--- config.mk ---
export PLATFORM = sky130hd
export DESIGN_NAME = stepper_trapezoid_step_delay_ramp
export DESIGN_NICKNAME = d
export VERILOG_FILES = /design/src/hdl/stdr_pkg.sv /design/src/hdl/stdr_div.sv /design/src/hdl/stdr_dp.sv /design/src/hdl/stdr_ctrl.sv /design/src/hdl/stepper_trapezoid_step_delay_ramp.sv
export SDC_FILE = /design/constraint.sdc
export NUM_CORES = 1
export LEC_CHECK = 0
export ABC_AREA = 1
export BUFFER_PORTS_ARGS = -buffer_cell sky130_fd_sc_hd__buf_4
export CAP_MARGIN = 10
export CORE_MARGIN = 4
export CORE_UTILIZATION = 30
export CTS_CLUSTER_SIZE = 40
export DETAILED_ROUTE_END_ITERATION = 12
export PLACE_DENSITY = 0.44
export SLEW_MARGIN = 20
export SYNTH_ARGS = -nofsm -noshare
export SYNTH_HDL_FRONTEND = slang
export SYNTH_SLANG_ARGS = --single-unit
--- constraint.sdc ---
create_clock -name clk -period 8.93 [get_ports clk]
set_input_delay 0.893 -clock clk [delete_from_list [all_inputs] [get_ports clk]]
set_output_delay 0.893 -clock clk [all_outputs]
set_load 0.02 [all_outputs]
--- src/hdl/stdr_pkg.sv ---
// ----------------------------------------------------------------------------
// Stepper ramp package
// Widths, register indexes, phase codes and the command and status groups
// shared by the controller, the datapath and the top level.
// ----------------------------------------------------------------------------
package stdr_pkg;

  // Field widths.
  localparam int STEP_COUNT_BITS = 20;
  localparam int DELAY_BITS      = 32;
  localparam int DELAY_FRAC_BITS = 16;
  localparam int PHASE_BITS      = 2;

  // Divider sizes: the dividend is twice the delay, the divisor is 4n+1 or 4n-1.
  localparam int DIVIDEND_BITS = DELAY_BITS + 1;
  localparam int DIVISOR_BITS  = STEP_COUNT_BITS + 2;
  localparam int DIV_CNT_BITS  = $clog2(DIVIDEND_BITS + 1);

  // Configuration port.
  localparam int CFG_INDEX_BITS = 3;
  localparam int CFG_DATA_BITS  = 32;

  // Stream widths: item fields packed from bit zero, padded to whole bytes.
  localparam int S_TDATA_BITS = 8;
  localparam int M_TDATA_BITS = 56;

  // Register indexes.
  localparam logic [CFG_INDEX_BITS-1:0] REG_ACCEL_STEPS  = 3'd0;
  localparam logic [CFG_INDEX_BITS-1:0] REG_LINEAR_STEPS = 3'd1;
  localparam logic [CFG_INDEX_BITS-1:0] REG_DECEL_STEPS  = 3'd2;
  localparam logic [CFG_INDEX_BITS-1:0] REG_TOTAL_STEPS  = 3'd3;
  localparam logic [CFG_INDEX_BITS-1:0] REG_FIRST_DELAY  = 3'd4;

  // Reset value of the delay: one whole unit.
  localparam logic [DELAY_BITS-1:0] DELAY_ONE = DELAY_BITS'(1) << DELAY_FRAC_BITS;

  // Ramp phase codes as reported on the output.
  typedef enum logic [PHASE_BITS-1:0] {
    PHASE_ACCEL = 2'd0,
    PHASE_CONST = 2'd1,
    PHASE_DECEL = 2'd2
  } phase_t;

  // Commands from the controller to the datapath.
  typedef struct packed {
    logic accept;  // input item taken this cycle
    logic eval;    // choose phase, advance counters, start divider
    logic finish;  // form the result and load the output register
  } stdr_cmd_t;

  // Status from the datapath to the controller.
  typedef struct packed {
    logic skip_div;  // no division needed for this item
    logic div_done;  // quotient is ready
    logic out_free;  // output register can take a result
  } stdr_status_t;

endpackage

--- src/hdl/stdr_div.sv ---
// ----------------------------------------------------------------------------
// Stepper ramp divider
// Restoring unsigned divider that produces one quotient bit per cycle.
// ----------------------------------------------------------------------------
module stdr_div (
  input  logic                                   clk,
  input  logic                                   rst,
  input  logic                                   start,
  input  logic [stdr_pkg::DIVIDEND_BITS-1:0]     dividend,
  input  logic [stdr_pkg::DIVISOR_BITS-1:0]      divisor,
  output logic [stdr_pkg::DIVIDEND_BITS-1:0]     quotient,
  output logic                                   done
);

  logic [stdr_pkg::DIVISOR_BITS-1:0]  rem;
  logic [stdr_pkg::DIVIDEND_BITS-1:0] quo;
  logic [stdr_pkg::DIVISOR_BITS-1:0]  dsr;
  logic [stdr_pkg::DIV_CNT_BITS-1:0]  cnt;
  logic                               busy;
  logic [stdr_pkg::DIVISOR_BITS:0]    trial;
  logic [stdr_pkg::DIVISOR_BITS:0]    diff;
  logic                               fits;

  // One trial subtraction per cycle.
  always_comb begin
    trial = {rem, quo[stdr_pkg::DIVIDEND_BITS-1]};
    diff  = trial - {1'b0, dsr};
    fits  = (trial >= {1'b0, dsr});
  end

  // Control of the iteration.
  always_ff @(posedge clk) begin
    if (rst) begin
      busy <= 1'b0;
      done <= 1'b0;
      cnt  <= '0;
    end else if (start) begin
      busy <= 1'b1;
      done <= 1'b0;
      cnt  <= '0;
    end else if (busy) begin
      cnt <= cnt + 1'b1;
      if (cnt == stdr_pkg::DIV_CNT_BITS'(stdr_pkg::DIVIDEND_BITS - 1)) begin
        busy <= 1'b0;
        done <= 1'b1;
      end
    end
  end

  // The dividend shifts out at the top while quotient bits shift in below.
  always_ff @(posedge clk) begin
    if (start) begin
      rem <= '0;
      quo <= dividend;
      dsr <= divisor;
    end else if (busy) begin
      rem <= fits ? diff[stdr_pkg::DIVISOR_BITS-1:0] : trial[stdr_pkg::DIVISOR_BITS-1:0];
      quo <= {quo[stdr_pkg::DIVIDEND_BITS-2:0], fits};
    end
  end

  assign quotient = quo;

endmodule

--- src/hdl/stdr_dp.sv ---
// ----------------------------------------------------------------------------
// Stepper ramp datapath
// Configuration registers, move state, phase choice, divider and the
// output register.
// ----------------------------------------------------------------------------
module stdr_dp (
  input  logic                                  clk,
  input  logic                                  rst,
  input  logic                                  cfg_we,
  input  logic [stdr_pkg::CFG_INDEX_BITS-1:0]   cfg_index,
  input  logic [stdr_pkg::CFG_DATA_BITS-1:0]    cfg_data,
  input  logic                                  start_move,
  input  stdr_pkg::stdr_cmd_t                   cmd,
  output stdr_pkg::stdr_status_t                st,
  output logic                                  m_tvalid,
  input  logic                                  m_tready,
  output logic [stdr_pkg::M_TDATA_BITS-1:0]     m_tdata
);

  localparam int CB = stdr_pkg::STEP_COUNT_BITS;
  localparam int DB = stdr_pkg::DELAY_BITS;

  // Configuration registers.
  logic [CB-1:0] accel_steps;
  logic [CB-1:0] linear_steps;
  logic [CB-1:0] decel_steps;
  logic [CB-1:0] total_steps;
  logic [DB-1:0] first_delay;

  // Move state; the down index is kept as its magnitude.
  logic [CB-1:0] position_count;
  logic [CB-1:0] ramp_up_index;
  logic [CB-1:0] ramp_down_mag;
  logic [DB-1:0] current_delay;

  // Per-item registers.
  logic                  item_done;
  stdr_pkg::phase_t      item_phase;
  logic [CB-1:0]         item_number;
  logic                  item_last;

  // Output register.
  logic [stdr_pkg::M_TDATA_BITS-1:0] out_data;

  // Evaluation signals.
  logic                                done_now;
  logic [CB-1:0]                       pos_next;
  logic [CB-1:0]                       up_next;
  logic [CB-1:0]                       mag_next;
  logic [CB:0]                         const_end;
  stdr_pkg::phase_t                    phase_now;
  logic [stdr_pkg::DIVISOR_BITS-1:0]   divisor;
  logic                                div_start;
  logic [stdr_pkg::DIVIDEND_BITS-1:0]  quotient;
  logic                                div_done;

  // Result forming.
  logic [DB:0]   decel_sum;
  logic [DB-1:0] nd;

  // Configuration writes.
  always_ff @(posedge clk) begin
    if (rst) begin
      accel_steps  <= '0;
      linear_steps <= '0;
      decel_steps  <= CB'(1);
      total_steps  <= '0;
      first_delay  <= stdr_pkg::DELAY_ONE;
    end else if (cfg_we) begin
      case (cfg_index)
        stdr_pkg::REG_ACCEL_STEPS:  accel_steps  <= cfg_data[CB-1:0];
        stdr_pkg::REG_LINEAR_STEPS: linear_steps <= cfg_data[CB-1:0];
        stdr_pkg::REG_DECEL_STEPS:  decel_steps  <= cfg_data[CB-1:0];
        stdr_pkg::REG_TOTAL_STEPS:  total_steps  <= cfg_data[CB-1:0];
        stdr_pkg::REG_FIRST_DELAY:  first_delay  <= cfg_data[DB-1:0];
        default: ;
      endcase
    end
  end

  // Phase choice and divisor for the step being evaluated.
  always_comb begin
    done_now  = (position_count >= total_steps);
    pos_next  = position_count + 1'b1;
    up_next   = ramp_up_index + 1'b1;
    mag_next  = (ramp_down_mag <= CB'(1)) ? CB'(1) : ramp_down_mag - 1'b1;
    const_end = {1'b0, accel_steps} + {1'b0, linear_steps};
    if (pos_next < accel_steps) begin
      phase_now = stdr_pkg::PHASE_ACCEL;
    end else if ({1'b0, pos_next} < const_end) begin
      phase_now = stdr_pkg::PHASE_CONST;
    end else begin
      phase_now = stdr_pkg::PHASE_DECEL;
    end
    // 4n+1 while accelerating, 4|m|-1 while decelerating.
    if (phase_now == stdr_pkg::PHASE_ACCEL) begin
      divisor = {up_next, 2'b01};
    end else begin
      divisor = {mag_next, 2'b00} - 1'b1;
    end
    div_start = cmd.eval && !done_now && (phase_now != stdr_pkg::PHASE_CONST);
  end

  stdr_div u_div (
    .clk      (clk),
    .rst      (rst),
    .start    (div_start),
    .dividend ({current_delay, 1'b0}),
    .divisor  (divisor),
    .quotient (quotient),
    .done     (div_done)
  );

  // Move state: restart on an accept with start_move, advance on evaluate, new delay on finish.
  always_ff @(posedge clk) begin
    if (rst) begin
      position_count <= '0;
      ramp_up_index  <= '0;
      ramp_down_mag  <= CB'(1);
      current_delay  <= stdr_pkg::DELAY_ONE;
    end else if (cmd.accept) begin
      if (start_move) begin
        position_count <= '0;
        ramp_up_index  <= '0;
        ramp_down_mag  <= decel_steps;
        current_delay  <= first_delay;
      end
    end else if (cmd.eval) begin
      if (!done_now) begin
        position_count <= pos_next;
        if (phase_now == stdr_pkg::PHASE_ACCEL) begin
          ramp_up_index <= up_next;
        end
        if (phase_now == stdr_pkg::PHASE_DECEL) begin
          ramp_down_mag <= mag_next;
        end
      end
    end else if (cmd.finish) begin
      if (!item_done) begin
        current_delay <= nd;
      end
    end
  end

  // Per-item facts captured at evaluation.
  always_ff @(posedge clk) begin
    if (cmd.eval) begin
      item_done   <= done_now;
      item_phase  <= done_now ? stdr_pkg::PHASE_ACCEL : phase_now;
      item_number <= done_now ? position_count : pos_next;
      item_last   <= done_now || (pos_next == total_steps);
    end
  end

  // New delay from the quotient.
  always_comb begin
    decel_sum = {1'b0, current_delay} + {1'b0, quotient[DB-1:0]};
    case (item_phase)
      stdr_pkg::PHASE_ACCEL: nd = current_delay - quotient[DB-1:0];
      stdr_pkg::PHASE_DECEL: nd = decel_sum[DB] ? {DB{1'b1}} : decel_sum[DB-1:0];
      default:               nd = current_delay;
    endcase
  end

  // Output register: fields from bit zero are step_taken, step_delay,
  // ramp_phase, step_number, move_done.
  always_ff @(posedge clk) begin
    if (rst) begin
      m_tvalid <= 1'b0;
    end else if (cmd.finish) begin
      m_tvalid <= 1'b1;
    end else if (m_tready) begin
      m_tvalid <= 1'b0;
    end
  end

  always_ff @(posedge clk) begin
    if (cmd.finish) begin
      out_data <= {item_last, item_number, item_phase,
                   item_done ? {DB{1'b0}} : nd, !item_done};
    end
  end

  assign m_tdata     = out_data;
  assign st.skip_div = done_now || (phase_now == stdr_pkg::PHASE_CONST);
  assign st.div_done = div_done;
  assign st.out_free = !m_tvalid || m_tready;

endmodule

--- src/hdl/stdr_ctrl.sv ---
// ----------------------------------------------------------------------------
// Stepper ramp controller
// Sequences one item at a time: accept, evaluate, divide, hand over.
// ----------------------------------------------------------------------------
module stdr_ctrl (
  input  logic                    clk,
  input  logic                    rst,
  input  logic                    s_tvalid,
  output logic                    s_tready,
  input  stdr_pkg::stdr_status_t  st,
  output stdr_pkg::stdr_cmd_t     cmd
);

  typedef enum logic [3:0] {
    S_IDLE = 4'b0001,
    S_EVAL = 4'b0010,
    S_DIV  = 4'b0100,
    S_FIN  = 4'b1000
  } state_t;

  state_t state;
  state_t state_next;

  // Next state and commands.
  always_comb begin
    state_next = state;
    s_tready   = 1'b0;
    cmd        = '0;
    case (state)
      S_IDLE: begin
        s_tready   = 1'b1;
        cmd.accept = s_tvalid;
        if (s_tvalid) begin
          state_next = S_EVAL;
        end
      end
      S_EVAL: begin
        cmd.eval   = 1'b1;
        state_next = st.skip_div ? S_FIN : S_DIV;
      end
      S_DIV: begin
        if (st.div_done) begin
          state_next = S_FIN;
        end
      end
      S_FIN: begin
        if (st.out_free) begin
          cmd.finish = 1'b1;
          state_next = S_IDLE;
        end
      end
      default: begin
        state_next = S_IDLE;
      end
    endcase
  end

  always_ff @(posedge clk) begin
    if (rst) begin
      state <= S_IDLE;
    end else begin
      state <= state_next;
    end
  end

endmodule

--- src/hdl/stepper_trapezoid_step_delay_ramp.sv ---
// ----------------------------------------------------------------------------
// Stepper trapezoid step delay ramp
// Produces the delay before each step of a trapezoidal or triangular move.
// ----------------------------------------------------------------------------
// Each input item advances the move by one step, unless the move is complete,
// and returns one result item. An acceleration or deceleration step goes
// through the accept and evaluate cycles, the divider steps, the cycle in
// which the controller sees the divider finish, and the finish cycle that
// loads the output register. The result is offered on m_tvalid in the cycle
// after that. A constant-speed step, or an item after the move is complete,
// goes through accept, evaluate and finish. The bit-serial divider forms
// 2c/(4n+1), or 2c/(4n-1) while decelerating, one quotient bit per cycle. The
// next item is accepted in the cycle after finish. Only one item is worked on
// at a time. The output register holds a finished result, so the next item can
// be accepted while that result waits to be taken. A finish waits while an
// earlier result has not been taken. The user must write registers through the
// cfg port while the block is idle; the block does not enforce this.
// decel_steps and first_delay take effect at the next item with start_move.
module stepper_trapezoid_step_delay_ramp (
  input  logic                                 clk,
  input  logic                                 rst,
  input  logic                                 cfg_we,
  input  logic [stdr_pkg::CFG_INDEX_BITS-1:0]  cfg_index,
  input  logic [stdr_pkg::CFG_DATA_BITS-1:0]   cfg_data,
  input  logic                                 s_tvalid,
  output logic                                 s_tready,
  // [0] start_move, [7:1] zero
  input  logic [stdr_pkg::S_TDATA_BITS-1:0]    s_tdata,
  output logic                                 m_tvalid,
  input  logic                                 m_tready,
  // [0] step_taken, [32:1] step_delay, [34:33] ramp_phase,
  // [54:35] step_number, [55] move_done
  output logic [stdr_pkg::M_TDATA_BITS-1:0]    m_tdata
);

  stdr_pkg::stdr_cmd_t    cmd;
  stdr_pkg::stdr_status_t st;

  stdr_ctrl u_ctrl (
    .clk      (clk),
    .rst      (rst),
    .s_tvalid (s_tvalid),
    .s_tready (s_tready),
    .st       (st),
    .cmd      (cmd)
  );

  stdr_dp u_dp (
    .clk        (clk),
    .rst        (rst),
    .cfg_we     (cfg_we),
    .cfg_index  (cfg_index),
    .cfg_data   (cfg_data),
    .start_move (s_tdata[0]),
    .cmd        (cmd),
    .st         (st),
    .m_tvalid   (m_tvalid),
    .m_tready   (m_tready),
    .m_tdata    (m_tdata)
  );

endmodule
==> results_dict.tcl, run 1 <==
set metrics [dict create \
    outcome "complete, no violations" \
    grt_pass1_wl_um 134000 \
    ir_worst_vdd_v 0.000136 \
    async_flop_share_pct 0 \
    p_switching_mw 1.63 \
    drt-vias-per-instance 4.75 \
    mostFrequentLayoutCells "994 x nand2_1, 491 x inv_1, 390 x nor2_1, 342 x a21oi_1, 239 x dfxtp_1" \
    port-buffer-count 98 \
    yosysTopAreaCell "dfxtp_1" \
    critPathMostFrequentCell "nand2_1" \
    synthTopCellsByArea "dfxtp_1 19%, edfxtp_1 16%, nand2_1 15%" \
    synth_edf_count 133 \
    grt-ovfl-total 0 \
    min_to "u_dp.m_tdata[40]" \
    grtUsageMet3_pct 2.75 \
    top_usage_layer "met2" \
    dieArea_mm2 0.0898 \
    cts_root_buffer "clkbuf_16" \
    num_vias 23500 \
    clk_path_buf_depth 3 \
    hold_class "reg -> reg" \
    numCtsBuffers 46 \
    drv_cap 0 \
    r2r_slack_ns 3.72 \
    rows 106 \
    place.gp.congestion 0.906 \
    antenna_found_initial 7 \
    final_common_cell "nand2_1" \
    worst_setup_path_end_kind "flip-flop" \
    final-hold-violation-count 0 \
    pwr-share-comb_pct 23.0 \
    worstMarginPinSlew_ns 1.04 \
    grt_max_degree 94 \
    fill_cells 9199 \
    wl_per_cell_um 17.5 \
    post_cts_buffers 0 \
    post_cts_resized 0 \
    setup_tns_ns 0 \
    worstPathRequired_ns 9.43 \
    drive_gt1_share_pct 7.16 \
    die_h_um 300 \
    fmax_mhz 192 \
    ys_types 56 \
    slowest_delay_ns 0.65 \
    cts_hold_buf 0 \
    min_from "u_dp.item_number[5]" \
    synth_flop_cell "dfxtp_1" \
    worstPathArrival_ns 5.71 \
    seq_area_mm2 0.00880 \
    wl_um 87000 \
    grtUsageMet2_pct 30.1 \
    path_cells "ha_1 -> nand3_2 -> nor2_2 -> nand2_1 -> nor2_2 -> nand4_1 -> xor2_1 -> inv_1 -> ha_1 -> nand2_1 -> nor2_1 -> nand2_1 -> nor4_1 -> nand2_1 -> nand3_1 -> buf_4 -> nand2_1 -> nand3_2 -> buf_4 -> nand2_1 -> nor3_1" \
    r2r_cells 21 \
    floorplan.initialDensity_pct 30.4 \
    syn_inst 3758 \
    area_growth_pct 13.0 \
    cp_slowest_cell "nand3_2" \
    setup_viol 0 \
    syn_area_per_cell_um2 6.79 \
    p_sw_share_pct 32.6 \
    clk_pin_slew_worst_paths_ns 0.06 \
    clk_latency_ns 0.60 \
    ys_seq_area_share_pct 34.5 \
    reg2reg_to "u_dp.u_div.cnt[2]" \
    ios 106 \
    grt.total_usage_pct 19.0 \
    ys_warn_count 0 \
    final_util_pct 34.3 \
    drt-pass1-iter-count 6 \
    slew_headroom_pct 30.5 \
    start_kind "flip-flop" \
    worstSetupPathType "reg -> reg" \
    clock-skew-final_ns 0.0360 \
    pwr-share-seq_pct 37.9 \
    cts_tree "built" \
    synth_top_cell_area_share_pct 18.8 \
    rsz0062_at_grt "false" \
    synth_area_mm2 0.0255 \
    path_max_fanout 34 \
    p_int_mw 3.37 \
    drc 0 \
    drv_slew 0 \
    core_area_mm2 0.0840 \
    use_met1_pct 27.3 \
    first_global_vias 22600 \
    min_path_cells 0 \
    p_per_area_mw_per_mm2 173 \
    fin_nets 4010 \
    ys_ff_latch 373 \
    clockPowerShare_pct 39.1 \
    whs_ns 0.420 \
    cellLeakagePower_nw 13.2 \
    h-tree-depth 2 \
    finalCriticalPeriod_ns 5.21 \
    rr_startpoint "u_dp.position_count[0]" \
    syn_nets 3980 \
    dpl.hpwl_um 66000 \
    ant_nets 0 \
    crit_family "simple AND/OR/NAND/NOR gates" \
    clock-sinks 373 \
    die_x_um 300 \
    fin_crit_sh_pct 58.3 \
    worst-path-buf-inv 3 \
    multi_input_area_mm2 0.0142 \
    p_total_mw 5.00 \
    dr.first_iter.drc_count 1586 \
]
stage by stage:
step | std cells | setup WS (ns) | instance area (um^2)
6_report | 4962 | 3.72 | 28800
5_1_grt | 4959 | 3.21 | 28800
4_1_cts | 4959 | 3.61 | 28800
3_5_place_dp | 4874 | 3.63 | 27300
3_3_place_gp | 4874 | 3.70 | 27300
2_1_floorplan | 3758 | 4.80 | 25500
power by group through the flow:
stage | logic [mW] | registers, mW | clock network (mW)
detailed placement | 1.14 | 1.93 | 0
global placement | 1.15 | 1.93 | 0
CTS | 1.15 | 1.90 | 2.03
floorplan | 0.835 | 1.91 | 0
global route | 1.30 | 1.90 | 2.08
finish | 1.15 | 1.90 | 1.95
registers in the layout (all words and copies together), names as in the netlist:
register             cells
u_dp.ramp_up_index      20
u_dp.u_div.cnt           6
u_dp.decel_steps        20
u_dp.first_delay        32
u_dp.item_last           1
u_dp.item_done           1
u_dp.position_count     20
u_dp.u_div.dsr          21
u_dp.u_div.done          1
u_dp.item_number        20
u_dp.linear_steps       20
u_dp.u_div.busy          1
u_dp.total_steps        20
u_dp.ramp_down_mag      20
u_ctrl.state             4
u_dp.accel_steps        20
u_dp.current_delay      32
u_dp.m_tvalid            1
u_dp.m_tdata            56
u_dp.u_div.rem          22
u_dp.item_phase          2
u_dp.u_div.quotient     33
synthesized netlist by cell type (3+ instances only):
master    instances
and2_1            5
buf_4            10
edfxtp_1        133
o21ai_0         232
nand2_2           4
o21bai_1         20
fa_1              4
clkinv_1          5
nand2_1         995
a21oi_2           5
buf_1            10
nor3_1           39
o21ai_1          32
a211oi_1          3
buf_2            34
a31oi_1          14
nor2_2           20
nand2_4           3
inv_1           493
o211ai_1         12
nand3_1         217
or2_2             9
a21o_1            7
xor2_1           63
a21oi_1         342
nand3b_1         11
nor4_1            4
nor2_4            6
dfxtp_1         240
nand4_1          63
inv_2            10
nor2_1          392
o22ai_1           4
xnor2_1          29
nor3_2            7
ha_1            170
clkbuf_1         84
logic make-up after synthesis:
kind of cell	after synthesis	synth area share (%)
DFF	373	34.5
xor gates and xnor gates	93	3.25
AOI/OAI and AO/OA	684	14.2
and+or+nand+nor	1784	29.5
adders and majority gates	174	8.65
buffers and inverters	650	9.96
routing by layer:
| metal | up-vias | routed length (um) |
|---|---|---|
| met4 | 2 | 1840 |
| met3 | 102 | 4380 |
| met5 | - | 13 |
| li1 | 12300 | - |
| met2 | 475 | 38000 |
| met1 | 10700 | 42800 |
area by class of cell:
| class | count | share of cell area, % |
|---|---|---|
| repair buffers | 123 | 3.20 |
| multi-input cells | 2735 | 49.3 |
| clock buffers | 65 | 4.56 |
| inverters | 509 | 6.64 |
| diodes | 3 | 0.0260 |
| well taps | 1134 | 4.92 |
| clock inverters | 20 | 0.855 |
| flip-flops and latches | 373 | 30.5 |
how the worst max path moves through the flow:
stage                            from                 endpoint  slack, ns  cells after the start
6_report       u_dp.position_count[0]        u_dp.u_div.cnt[2]       3.72                     21
5_1_grt          u_dp.linear_steps[2]  u_dp.u_div.quotient[20]       3.21                     27
4_1_cts        u_dp.position_count[0]        u_dp.u_div.cnt[2]       3.61                     21
3_5_place_dp   u_dp.position_count[0]        u_dp.u_div.cnt[2]       3.63                     21
3_3_place_gp   u_dp.position_count[0]        u_dp.u_div.cnt[2]       3.70                     21
2_1_floorplan    u_dp.linear_steps[2]  u_dp.u_div.quotient[10]       4.80                     27
No activity file was read; power rests on OpenSTA's default activity.
==> run 2, diff against run 1 <==
--- a/config.mk
+++ b/config.mk
@@ -12,7 +12,7 @@
 export CORE_UTILIZATION = 30
 export CTS_CLUSTER_SIZE = 40
 export DETAILED_ROUTE_END_ITERATION = 12
-export PLACE_DENSITY = 0.44
+export PLACE_DENSITY = 0.45
 export SLEW_MARGIN = 20
 export SYNTH_ARGS = -nofsm -noshare
 export SYNTH_HDL_FRONTEND = slang
==> constraint.sdc (replaced) <==
create_clock -name clk -period 4.4 [get_ports clk]
set_input_delay 0.44 -clock clk [delete_from_list [all_inputs] [get_ports clk]]
set_output_delay 0.44 -clock clk [all_outputs]
set_load 0.02 [all_outputs]
==> results_dict.tcl, run 2 (synthesis results as in run 1) <==
set metrics [dict create \
    outcome "complete, no violations" \
    drive_gt1_share_pct 8.06 \
    drc 0 \
    slew_headroom_pct 35.7 \
    fmax_mhz 247 \
    rsz0062_at_grt "false" \
    floorplan.initialDensity_pct 30.4 \
    p_total_mw 10.2 \
    dpl.hpwl_um 67500 \
    die_h_um 300 \
    cellLeakagePower_nw 13.4 \
    numCtsBuffers 49 \
    clk_pin_slew_worst_paths_ns 0.06 \
    die_x_um 300 \
    num_vias 23800 \
    drt-pass1-iter-count 5 \
    worst_setup_path_end_kind "flip-flop" \
    path_max_fanout 23 \
    largest_reg_flops 56 \
    start_kind "flip-flop" \
    fin_crit_sh_pct 91.9 \
    place.gp.congestion 0.907 \
    hold_class "in -> reg" \
    top_usage_layer "met2" \
    core_area_mm2 0.0840 \
    drv_cap 0 \
    cts_tree "built" \
    ant_nets 0 \
    worstMarginPinSlew_ns 0.962 \
    h-tree-depth 2 \
    wl_per_cell_um 17.6 \
    rows 106 \
    post_cts_buffers 0 \
    wl_um 87800 \
    grt.total_usage_pct 19.0 \
    clk_latency_ns 0.61 \
    fin_nets 4029 \
    clock-skew-final_ns 0.0226 \
    first_global_vias 22600 \
    p_per_area_mw_per_mm2 350 \
    final-hold-violation-count 0 \
    use_met1_pct 27.9 \
    mostFrequentLayoutCells "991 x nand2_1, 491 x inv_1, 390 x nor2_1, 341 x a21oi_1, 239 x dfxtp_1" \
    drv_slew 0 \
    setup_viol 0 \
    area_growth_pct 14.3 \
    worstPathArrival_ns 4.35 \
    grt-ovfl-total 0 \
    cts_root_buffer "clkbuf_16" \
    clk_path_buf_depth 3 \
    grt_max_degree 91 \
    dr.first_iter.drc_count 1591 \
    setup_tns_ns 0 \
    worstSetupPathType "reg -> reg" \
    grt_pass1_wl_um 134000 \
    port-buffer-count 98 \
    antenna_found_initial 9 \
    dieArea_mm2 0.0898 \
    whs_ns 0.142 \
    final_common_cell "nand2_1" \
    grtUsageMet2_pct 29.5 \
    ir_worst_vdd_v 0.000263 \
    ios 106 \
    finalCriticalPeriod_ns 4.04 \
    clock-sinks 373 \
    drt-vias-per-instance 4.78 \
    worstPathRequired_ns 4.70 \
    grtUsageMet3_pct 2.55 \
]
[run 2: where the power goes]
group	internal (mW)	total [mW]	leakage, nW	switching [mW]
logic	0.744	2.39	9.44	1.65
registers	3.73	3.85	3.17	0.117
clock network	2.28	3.96	0.777	1.68
[run 2: worst max-delay path, cell delays in order (launching register included)]
cell,delay [ns]
dfxtp_1,0.35
ha_1,0.27
inv_1,0.08
fa_1,0.40
inv_1,0.09
a31oi_2,0.14
o21bai_1,0.27
a31o_2,0.20
xnor2_1,0.07
ha_1,0.29
nand4_1,0.14
nor3_1,0.20
o21ai_0,0.18
nand2_1,0.12
nand2_1,0.06
nand3b_1,0.11
nand2_1,0.08
nand2_2,0.14
nand3_2,0.13
inv_2,0.17
clkbuf_16,0.23
[run 2: timing repair]
action / CTS / global route
resized for setup: 0 / 18
endpoints found under the setup margin: 0 / 148
hold buffers: 0 / 0
[run 2: path summary, 6_finish.rpt]
path | slack (ns) | to | from | depth (start not counted)
max | 0.36 | u_dp.u_div.dsr[5] | u_dp.accel_steps[0] | 20
min | 0.14 | u_dp.decel_steps[0] | cfg_data[0] | 3
max reg2reg | 0.36 | u_dp.u_div.dsr[5] | u_dp.accel_steps[0] | 20
min reg2reg | 0.41 | u_dp.m_tdata[55] | u_dp.item_last | 0
[run 2: cell type report]
| cell class | count | area, um^2 |
|---|---|---|
| antenna | 3 | 7.51 |
| fill | 9208 | 54800 |
| inverter | 509 | 1910 |
| tap | 1134 | 1420 |
| multi-input combinational | 2735 | 14300 |
| clock inverter | 29 | 245 |
| sequential | 373 | 8800 |
| timing repair buffer | 139 | 1140 |
| clock buffer | 63 | 1360 |
[run 2: stage by stage]
step / worst slack [ns] / util, % / std cells / area, um^2
floorplan: 0.270 / - / 3758 / 25500
global placement: 0.190 / 32.7 / 4889 / 27400
detailed placement: 0.217 / 32.7 / 4889 / 27400
CTS: 0.177 / 34.6 / 4981 / 29100
global route: 0.0101 / 34.7 / 4982 / 29200
finish: 0.355 / 34.7 / 4985 / 29200
[run 2: layer usage]
metal	part of all wire, %	routed length [um]
met4	2.3	2040
met2	43	37500
met5	0.031	27
met1	49	43400
met3	5.4	4740
